File: config.mk
export PLATFORM = sky130hd
export DESIGN_NAME = radial_frame_blend_unit
export DESIGN_NICKNAME = d
export VERILOG_FILES = /design/src/hdl/rfb_pkg.sv /design/src/hdl/rfb_isqrt.sv /design/src/hdl/radial_frame_blend_unit.sv
export SDC_FILE = /design/constraint.sdc
export NUM_CORES = 2
export LEC_CHECK = 0
export ABC_AREA = 1
export BUFFER_PORTS_ARGS = -buffer_cell sky130_fd_sc_hd__buf_2
export CAP_MARGIN = 20
export CELL_PAD_IN_SITES_DETAIL_PLACEMENT = 0
export CELL_PAD_IN_SITES_GLOBAL_PLACEMENT = 1
export CORE_MARGIN = 1.5
export CORE_UTILIZATION = 44
export DETAILED_ROUTE_END_ITERATION = 6
export PLACE_DENSITY = 0.89
export SLEW_MARGIN = 30
export SYNTH_ARGS = -nofsm -noshare
export SYNTH_HDL_FRONTEND = slang
export SYNTH_SLANG_ARGS = --single-unit
File: constraint.sdc
create_clock -name clk -period 8.55 [get_ports clk]
set_clock_uncertainty 0.15 [all_clocks]
set_input_delay 0.4275 -clock clk [delete_from_list [all_inputs] [get_ports clk]]
set_output_delay 0.4275 -clock clk [all_outputs]
set_load 0.05 [all_outputs]
File: src/hdl/rfb_pkg.sv
package rfb_pkg;

  // Image geometry.
  localparam int MAX_DIM = 4096;
  localparam int DIM_W = $clog2(MAX_DIM) + 1;
  localparam int IDX_W = $clog2(MAX_DIM);

  // Fixed-point roots and the blend weight.
  localparam int ROOT_FRAC_BITS = 8;
  localparam int SUM_W = 2 * (IDX_W + 2);
  localparam int RAD_W = SUM_W + 2 * ROOT_FRAC_BITS;
  localparam int ROOT_W = RAD_W / 2;
  localparam int CORNER_W = ROOT_W - 1;
  localparam int BASE_W = IDX_W + ROOT_FRAC_BITS;
  localparam int WQ_W = 16;

  // Shared multiplier operands are signed.
  localparam int MUL_W = 18;

  // Configuration port.
  localparam int CFG_IDX_W = 3;
  localparam int CFG_DATA_W = DIM_W;

  localparam logic [CFG_IDX_W-1:0] CFG_IMAGE_WIDTH  = 3'd0;
  localparam logic [CFG_IDX_W-1:0] CFG_IMAGE_HEIGHT = 3'd1;
  localparam logic [CFG_IDX_W-1:0] CFG_BORDER_RED   = 3'd2;
  localparam logic [CFG_IDX_W-1:0] CFG_BORDER_GREEN = 3'd3;
  localparam logic [CFG_IDX_W-1:0] CFG_BORDER_BLUE  = 3'd4;

  typedef struct packed {
    logic busy;
    logic done;
  } root_status_t;

endpackage

File: src/hdl/rfb_isqrt.sv
module rfb_isqrt (
  input  logic                         clk,
  input  logic                         rst,
  input  logic                         start,
  input  logic [rfb_pkg::RAD_W-1:0]    radicand,
  output logic [rfb_pkg::ROOT_W-1:0]   root,
  output rfb_pkg::root_status_t        status
);
  import rfb_pkg::*;

  localparam int CNT_W = $clog2(ROOT_W);

  logic [RAD_W-1:0]  rad;
  logic [ROOT_W+1:0] rem;
  logic [ROOT_W+1:0] rem_sh;
  logic [ROOT_W+1:0] trial;
  logic              fits;
  logic [CNT_W-1:0]  cnt;
  logic              busy;
  logic              done;

  // One result bit per cycle: bring down two radicand bits and try 4*root+1.
  always_comb begin
    rem_sh = {rem[ROOT_W-1:0], rad[RAD_W-1 -: 2]};
    trial  = {root, 2'b01};
    fits   = rem_sh >= trial;
  end

  always_ff @(posedge clk) begin
    if (rst) begin
      busy <= 1'b0;
      done <= 1'b0;
      cnt  <= '0;
    end else begin
      done <= 1'b0;
      if (start) begin
        busy <= 1'b1;
        cnt  <= '0;
      end else if (busy) begin
        cnt <= cnt + 1'b1;
        if (cnt == CNT_W'(ROOT_W - 1)) begin
          busy <= 1'b0;
          done <= 1'b1;
        end
      end
    end
  end

  always_ff @(posedge clk) begin
    if (start) begin
      rad  <= radicand;
      rem  <= '0;
      root <= '0;
    end else if (busy) begin
      rad  <= rad << 2;
      rem  <= fits ? rem_sh - trial : rem_sh;
      root <= {root[ROOT_W-2:0], fits};
    end
  end

  assign status.busy = busy;
  assign status.done = done;

endmodule

File: src/hdl/radial_frame_blend_unit.sv
// Radial vignette on a raster-order RGB pixel stream. The block counts rows and
// columns itself from image_width and image_height (saturated to 2..4096) and
// flags the last item of each row and frame. Pixels inside the circle of
// diameter min(width,height)-1 about the image center pass unchanged; pixels
// outside it are blended toward the border color by their fixed-point radial
// distance. One item is in work at a time, and pixel_stall is high meanwhile
// and during reset. A pixel inside the circle goes through the multiplier steps
// for the squared distance and the circle test and is then handed over. A pixel
// outside it goes on to the 22-step square-root recurrence, the 16-step
// restoring divider, blending the channels and handing over the result. A
// weight that saturates skips the divider. The first pixel of a frame first
// takes the root of the corner distance. A finished result sits in the output
// register, so the next item is taken while it waits; a result still held there
// stalls the following item at its end.
module radial_frame_blend_unit (
  input  logic                             clk,
  input  logic                             rst,
  input  logic                             cfg_write,
  input  logic [rfb_pkg::CFG_IDX_W-1:0]    cfg_index,
  input  logic [rfb_pkg::CFG_DATA_W-1:0]   cfg_data,
  input  logic                             pixel_valid,
  output logic                             pixel_stall,
  input  logic [7:0]                       red_in,
  input  logic [7:0]                       green_in,
  input  logic [7:0]                       blue_in,
  output logic                             result_valid,
  input  logic                             result_stall,
  output logic [7:0]                       red_out,
  output logic [7:0]                       green_out,
  output logic [7:0]                       blue_out,
  output logic                             row_end,
  output logic                             frame_end
);
  import rfb_pkg::*;

  localparam int DIV_CNT_W = $clog2(WQ_W);

  typedef enum logic [11:0] {
    S_IDLE   = 12'b000000000001,
    S_CW     = 12'b000000000010,
    S_CH     = 12'b000000000100,
    S_CROOT  = 12'b000000001000,
    S_SX     = 12'b000000010000,
    S_SY     = 12'b000000100000,
    S_SM     = 12'b000001000000,
    S_ROOT   = 12'b000010000000,
    S_DIVSET = 12'b000100000000,
    S_DIV    = 12'b001000000000,
    S_BLEND  = 12'b010000000000,
    S_DONE   = 12'b100000000000
  } state_t;

  state_t state;
  state_t state_next;

  // Configuration registers.
  logic [DIM_W-1:0] image_width;
  logic [DIM_W-1:0] image_height;
  logic [7:0]       border_red;
  logic [7:0]       border_green;
  logic [7:0]       border_blue;

  // Raster position and per-frame corner root.
  logic [IDX_W-1:0]    row_index;
  logic [IDX_W-1:0]    column_index;
  logic [CORNER_W-1:0] corner_root;

  // Working registers of the item in flight.
  logic [7:0]              pix [3];
  logic [7:0]              res [3];
  logic [IDX_W-1:0]        wm1;
  logic [IDX_W-1:0]        hm1;
  logic [IDX_W-1:0]        m;
  logic signed [IDX_W+2:0] dx;
  logic signed [IDX_W+2:0] dy;
  logic                    row_end_q;
  logic                    frame_end_q;
  logic [SUM_W-1:0]        acc;
  logic [WQ_W-1:0]         wq;
  logic [CORNER_W-1:0]     den;
  logic [CORNER_W-1:0]     drem;
  logic [DIV_CNT_W-1:0]    div_cnt;
  logic [1:0]              chan;
  logic                    root_start;

  // Accept-time decode.
  logic                    accept;
  logic                    need_corner;
  logic [DIM_W-1:0]        w_cl;
  logic [DIM_W-1:0]        h_cl;
  logic [DIM_W-1:0]        wm1_c;
  logic [DIM_W-1:0]        hm1_c;
  logic [DIM_W-1:0]        m_c;
  logic signed [IDX_W+2:0] dx_c;
  logic signed [IDX_W+2:0] dy_c;
  logic                    row_end_c;
  logic                    frame_end_c;

  // Shared multiplier.
  logic signed [MUL_W-1:0]   mul_a;
  logic signed [MUL_W-1:0]   mul_b;
  logic signed [2*MUL_W-1:0] mul_p;

  // Root unit.
  logic [RAD_W-1:0]  radicand;
  logic [ROOT_W-1:0] root;
  root_status_t      root_st;

  // Divider and blend datapath.
  logic [ROOT_W-1:0]   base;
  logic [ROOT_W-1:0]   num;
  logic [ROOT_W-1:0]   den_ext;
  logic [CORNER_W-1:0] den_c;
  logic [ROOT_W-1:0]   div_sh;
  logic [ROOT_W-1:0]   div_sub;
  logic                div_ge;
  logic [7:0]          bord_c;
  logic [8:0]          bdiff;
  logic signed [25:0]  bsum;
  logic                outside;

  assign accept      = pixel_valid && !pixel_stall;
  assign pixel_stall = rst || (state != S_IDLE);
  // The pixel at row 0, column 0 starts a frame and refreshes the corner root.
  assign need_corner = (row_index == '0) && (column_index == '0);

  always_comb begin
    if (image_width < DIM_W'(2)) w_cl = DIM_W'(2);
    else if (image_width > DIM_W'(MAX_DIM)) w_cl = DIM_W'(MAX_DIM);
    else w_cl = image_width;
    if (image_height < DIM_W'(2)) h_cl = DIM_W'(2);
    else if (image_height > DIM_W'(MAX_DIM)) h_cl = DIM_W'(MAX_DIM);
    else h_cl = image_height;
    wm1_c       = w_cl - 1'b1;
    hm1_c       = h_cl - 1'b1;
    m_c         = (w_cl < h_cl) ? wm1_c : hm1_c;
    dx_c        = (IDX_W+3)'({2'b00, column_index, 1'b1}) - (IDX_W+3)'({2'b00, w_cl});
    dy_c        = (IDX_W+3)'({2'b00, row_index, 1'b1}) - (IDX_W+3)'({2'b00, h_cl});
    row_end_c   = {1'b0, column_index} >= wm1_c;
    frame_end_c = row_end_c && ({1'b0, row_index} >= hm1_c);
  end

  always_comb begin
    bord_c = border_blue;
    case (chan)
      2'd0:    bord_c = border_red;
      2'd1:    bord_c = border_green;
      default: bord_c = border_blue;
    endcase
    bdiff = {1'b0, bord_c} - {1'b0, pix[chan]};
  end

  always_comb begin
    mul_a = '0;
    mul_b = '0;
    unique case (state)
      S_CW: begin
        mul_a = MUL_W'({1'b0, wm1});
        mul_b = MUL_W'({1'b0, wm1});
      end
      S_CH: begin
        mul_a = MUL_W'({1'b0, hm1});
        mul_b = MUL_W'({1'b0, hm1});
      end
      S_SX: begin
        mul_a = MUL_W'(dx);
        mul_b = MUL_W'(dx);
      end
      S_SY: begin
        mul_a = MUL_W'(dy);
        mul_b = MUL_W'(dy);
      end
      S_SM: begin
        mul_a = MUL_W'({1'b0, m});
        mul_b = MUL_W'({1'b0, m});
      end
      S_BLEND: begin
        mul_a = MUL_W'($signed(bdiff));
        mul_b = MUL_W'({1'b0, wq});
      end
      default: begin
        mul_a = '0;
        mul_b = '0;
      end
    endcase
    mul_p = mul_a * mul_b;
  end

  assign outside  = acc > mul_p[SUM_W-1:0];
  assign radicand = {acc, {(2 * ROOT_FRAC_BITS){1'b0}}};

  rfb_isqrt u_isqrt (
    .clk      (clk),
    .rst      (rst),
    .start    (root_start),
    .radicand (radicand),
    .root     (root),
    .status   (root_st)
  );

  always_comb begin
    base    = ROOT_W'({m, {ROOT_FRAC_BITS{1'b0}}});
    num     = (root > base) ? root - base : '0;
    den_c   = (ROOT_W'(corner_root) > base) ? CORNER_W'(ROOT_W'(corner_root) - base) : '0;
    den_ext = {1'b0, den};
    div_sh  = {drem, 1'b0};
    div_ge  = div_sh >= den_ext;
    div_sub = div_sh - den_ext;
    // Blend as c + (b - c) * w, rounded half up; the result always fits 8 bits.
    bsum    = $signed({2'b00, pix[chan], 16'h0000}) + $signed(mul_p[25:0])
              + 26'sd32768;
  end

  always_comb begin
    state_next = state;
    unique case (state)
      S_IDLE:   if (accept) state_next = need_corner ? S_CW : S_SX;
      S_CW:     state_next = S_CH;
      S_CH:     state_next = S_CROOT;
      S_CROOT:  if (root_st.done && !root_st.busy) state_next = S_SX;
      S_SX:     state_next = S_SY;
      S_SY:     state_next = S_SM;
      S_SM:     state_next = outside ? S_ROOT : S_DONE;
      S_ROOT:   if (root_st.done && !root_st.busy) state_next = S_DIVSET;
      S_DIVSET: state_next = ((den_c == '0) || (num >= ROOT_W'(den_c))) ? S_BLEND : S_DIV;
      S_DIV:    if (div_cnt == DIV_CNT_W'(WQ_W - 1)) state_next = S_BLEND;
      S_BLEND:  if (chan == 2'd2) state_next = S_DONE;
      S_DONE:   if (!result_valid || !result_stall) state_next = S_IDLE;
      default:  state_next = S_IDLE;
    endcase
  end

  // Control state.
  always_ff @(posedge clk) begin
    if (rst) begin
      state        <= S_IDLE;
      image_width  <= DIM_W'(640);
      image_height <= DIM_W'(480);
      border_red   <= '0;
      border_green <= '0;
      border_blue  <= '0;
      row_index    <= '0;
      column_index <= '0;
      corner_root  <= '0;
      result_valid <= 1'b0;
      root_start   <= 1'b0;
    end else begin
      state      <= state_next;
      root_start <= ((state == S_CH) || ((state == S_SM) && outside));
      if (cfg_write) begin
        unique case (cfg_index)
          CFG_IMAGE_WIDTH:  image_width  <= cfg_data;
          CFG_IMAGE_HEIGHT: image_height <= cfg_data;
          CFG_BORDER_RED:   border_red   <= cfg_data[7:0];
          CFG_BORDER_GREEN: border_green <= cfg_data[7:0];
          CFG_BORDER_BLUE:  border_blue  <= cfg_data[7:0];
          default: ;
        endcase
      end
      if (accept) begin
        if (frame_end_c) begin
          row_index    <= '0;
          column_index <= '0;
        end else if (row_end_c) begin
          row_index    <= row_index + 1'b1;
          column_index <= '0;
        end else begin
          column_index <= column_index + 1'b1;
        end
      end
      if ((state == S_CROOT) && root_st.done) begin
        corner_root <= root[CORNER_W-1:0];
      end
      if ((state == S_DONE) && (!result_valid || !result_stall)) begin
        result_valid <= 1'b1;
      end else if (result_valid && !result_stall) begin
        result_valid <= 1'b0;
      end
    end
  end

  // Datapath registers.
  always_ff @(posedge clk) begin
    unique case (state)
      S_IDLE: begin
        if (accept) begin
          pix[0]      <= red_in;
          pix[1]      <= green_in;
          pix[2]      <= blue_in;
          wm1         <= wm1_c[IDX_W-1:0];
          hm1         <= hm1_c[IDX_W-1:0];
          m           <= m_c[IDX_W-1:0];
          dx          <= dx_c;
          dy          <= dy_c;
          row_end_q   <= row_end_c;
          frame_end_q <= frame_end_c;
        end
      end
      S_CW: acc <= mul_p[SUM_W-1:0];
      S_CH: acc <= acc + mul_p[SUM_W-1:0];
      S_SX: acc <= mul_p[SUM_W-1:0];
      S_SY: acc <= acc + mul_p[SUM_W-1:0];
      S_SM: begin
        res[0] <= pix[0];
        res[1] <= pix[1];
        res[2] <= pix[2];
      end
      S_DIVSET: begin
        den     <= den_c;
        drem    <= num[CORNER_W-1:0];
        div_cnt <= '0;
        wq      <= '1;
        chan    <= 2'd0;
      end
      S_DIV: begin
        drem    <= div_ge ? div_sub[CORNER_W-1:0] : div_sh[CORNER_W-1:0];
        wq      <= {wq[WQ_W-2:0], div_ge};
        div_cnt <= div_cnt + 1'b1;
      end
      S_BLEND: begin
        res[chan] <= bsum[23:16];
        chan      <= chan + 1'b1;
      end
      S_DONE: begin
        if (!result_valid || !result_stall) begin
          red_out   <= res[0];
          green_out <= res[1];
          blue_out  <= res[2];
          row_end   <= row_end_q;
          frame_end <= frame_end_q;
        end
      end
      default: ;
    endcase
  end

endmodule

==> impl_metrics.json <==
{
  "status": "finished, violations left",
  "violations": "negative setup slack",
  "synthFlopType": "edfxtp_1",
  "clk_pin_slew_ns": 0.06,
  "start_kind": "flop",
  "syn_avg_cell_area_um2": 7.88,
  "p_seq_frac": 0.368,
  "p_clk_frac": 0.324,
  "grt_usage": 0.260,
  "clockRootBuffer": "clkbuf_16",
  "maxCapViolCount": 0,
  "ioPinCount": 73,
  "antenna_left": 0,
  "rows": 105,
  "synthTopCellsByCount": "1028 x nand2_1, 931 x inv_1, 329 x nor2_1",
  "die_h_um": 291,
  "synth_area_um2": 36600,
  "finalCritPeriodShare": 1.09,
  "synth_edf_count": 258,
  "yosysWarnings": 0,
  "dp_slack_ns": -1.18,
  "place_congestion": 0.985,
  "worst-slew-pin-transition_ns": 1.03,
  "drt-wirelength-per-cell_um": 17.7,
  "yosysSeqAreaShare": 0.301,
  "design_area_um2": 45800,
  "rsz0062_at_grt": "true",
  "drt_wl_total_um": 112000,
  "placed_cell_area_um2": 41300,
  "grt_pass1_vias": 32300,
  "cpPeakStageDelay_ns": 0.52,
  "finalMaxSlewViolations": 0,
  "multi_input_area_um2": 23500,
  "holdPathStages": 3,
  "cts_buffer_depth": 3,
  "postSynthNetCount": 5236,
  "synth_top_cell_area_share": 0.212,
  "drt_pass1_iterations": 6,
  "cts_made_buffers": 47,
  "dp.cells": 6099,
  "crit_arrival_ns": 9.68,
  "setup_tns_ns": -19.73,
  "p_comb_frac": 0.308,
  "grt_max_degree": 83,
  "cts_tree": "yes",
  "drive_gt1_frac": 0.215,
  "cp_top_family": "adder cells",
  "crit_cells": 52,
  "layout_setup_ws_ns": -0.745,
  "core_um2": 82100,
  "p_leak_nw": 22.1,
  "crit_top_cell": "buf_4",
  "num_vias": 33200,
  "swShare": 0.345,
  "clock_latency_ns": 0.62,
  "hold_viol": 0,
  "die_width_um": 291,
  "ys_ff_latch": 420,
  "final_core_util": 0.558,
  "max_slew_margin": 0.313,
  "fill_cells": 7211,
  "fmaxAchievable_mhz": 108,
  "cp-end-kind": "flop",
  "drt_iter0_markers": 2781,
  "ys_types": 70,
  "async_flop_share": 0,
  "r2r_cells": 52,
  "io_buffers": 72,
  "drc": 0,
  "hpwl_um": 86100,
  "p_int_mw": 4.31,
  "yosysMostFrequentCell": "nand2_1",
  "cp_num_buf_inv": 17,
  "start_util": 0.445,
  "pwr_density_cell_nw_per_um2": 144,
  "required_ns": 8.93,
  "syn_to_final_growth_pct": 25.3,
  "cpMaxStageDelayCell": "fa_1",
  "nNetsFinal": 5785,
  "fin_crit_ns": 9.30,
  "crit_fanout": 6,
  "finalSetupViolations": 40,
  "grt_pass1_wl_um": 176000,
  "hold_path.class": "in2reg",
  "fin_cells": 6299,
  "dieArea_um2": 84800,
  "grt_antenna_before_repair": 2,
  "synthTopCellsByArea": "edfxtp_1 21%, fa_1 13%, ha_1 11%",
  "clkSinkCount": 420,
  "htreeDepth": 2,
  "critical_path_class": "reg2reg",
  "grt-ovfl-total": 0,
  "drt-vias-per-instance": 5.27,
  "switching_power_mw": 2.27,
  "synth_top_area_cell": "edfxtp_1",
  "irDropWorstVdd_uv": 168,
  "seqCellArea_um2": 11000,
  "synth_cells": 4640,
  "r2r_setup_slack_ns": -0.75
}
cells by family (layout without fill, tap and decap cells):
group | count (synthesis) | after routing | synth area share
AOI/OAI and AO/OA | 681 | 681 | 0.107
xor gates and xnor gates | 133 | 133 | 0.0319
adders and majority gates | 551 | 551 | 0.238
buffers and inverters | 1064 | 1651 | 0.112
DFF | 420 | 420 | 0.301
other | 0 | 1 | 0
and+or+nand+nor | 1791 | 1792 | 0.211
worst paths after layout:
path | start | to
min | cfg_data[3] | border_red[3]
max | chan[1] | root_start
min reg2reg | res[1][2] | green_out[2]
max reg2reg | chan[1] | root_start
cell type report:
type,instances,share of cell area
multi-input combinational,3157,0.514
sequential,420,0.240
timing repair buffer,589,0.101
inverter,974,0.0804
tap,1070,0.0292
clock buffer,58,0.0277
clock inverter,30,0.00767
antenna,1,0.0000546
what timing repair did:
action	in CTS	in global routing
hold buffers	36	0
resized for setup	299	165
setup buffers	50	34
endpoints found under the setup margin	45	47
pin swaps	143	120
hold endpoints to repair	48	0
gates cloned	1	0
worst register-to-register path, delay by kind of cell, from the launching register on:
kind,cells,cell delay [ns]
compound gates,8,1.43
xor+xnor,1,0.22
fa+ha+maj,10,3.91
buf+inv,17,1.68
flops,1,0.38
simple gates,16,1.47
through the flow:
step           hold WS [ns]  power (mW)
6_report             0.0251        6.58
3_5_place_dp          0.255        4.28
2_1_floorplan         0.250        3.65
3_3_place_gp          0.256        4.25
4_1_cts             0.00294        6.51
5_1_grt              0.0536        6.91
power by group through the flow:
stage	combinational, mW	clock, mW	sequential [mW]
after floorplan	1.23	0	2.42
after global placement	1.80	0	2.45
after detailed placement	1.83	0	2.45
after CTS	1.94	2.16	2.42
after global routing	2.24	2.24	2.43
final	2.02	2.13	2.42
flip-flops by register name, indices dropped and copies added, names as in the netlist, 12 cells and up, named ones only:
register	count
column_index	12
row_index	12
state	12
u_isqrt.rem	22
res	24
den	21
wm1	12
hm1	12
acc	28
image_width	13
image_height	13
u_isqrt.rad	28
wq	16
m	12
dy	13
u_isqrt.root	22
corner_root	21
pix	24
drem	21
dx	13
routing by layer:
layer | global-route usage | wire length, um | vias up
met1 | 0.366 | 49700 | 15900
met5 | 0 | 7 | -
met3 | 0.0317 | 7550 | 196
li1 | - | - | 15900
met2 | 0.419 | 51400 | 1151
met4 | 0.0715 | 3030 | 2
layout by cell type, fill, tap and decap left out, drive strengths merged, types with 5 or more instances in the layout:
master,netlist,final
a211oi,12,12
a21boi,6,6
a21o,10,10
a21oi,262,262
a221oi,5,5
a22oi,7,7
a31o,8,8
a31oi,15,15
and2,7,7
buf,41,553
bufinv,0,5
clkbuf,49,58
clkinv,9,25
clkinvlp,0,5
dfxtp,162,162
dlygate4sd3,0,36
edfxtp,258,258
fa,240,240
ha,311,311
inv,965,969
nand2,1049,1050
nand3,204,204
nand3b,8,8
nand4,65,65
nor2,357,357
nor3,52,52
nor4,23,23
o211ai,34,34
o21a,6,6
o21ai,251,251
o21bai,15,15
o22ai,36,36
or2,24,24
xnor2,47,47
xor2,86,86
Power figures use the tool's default switching activity.
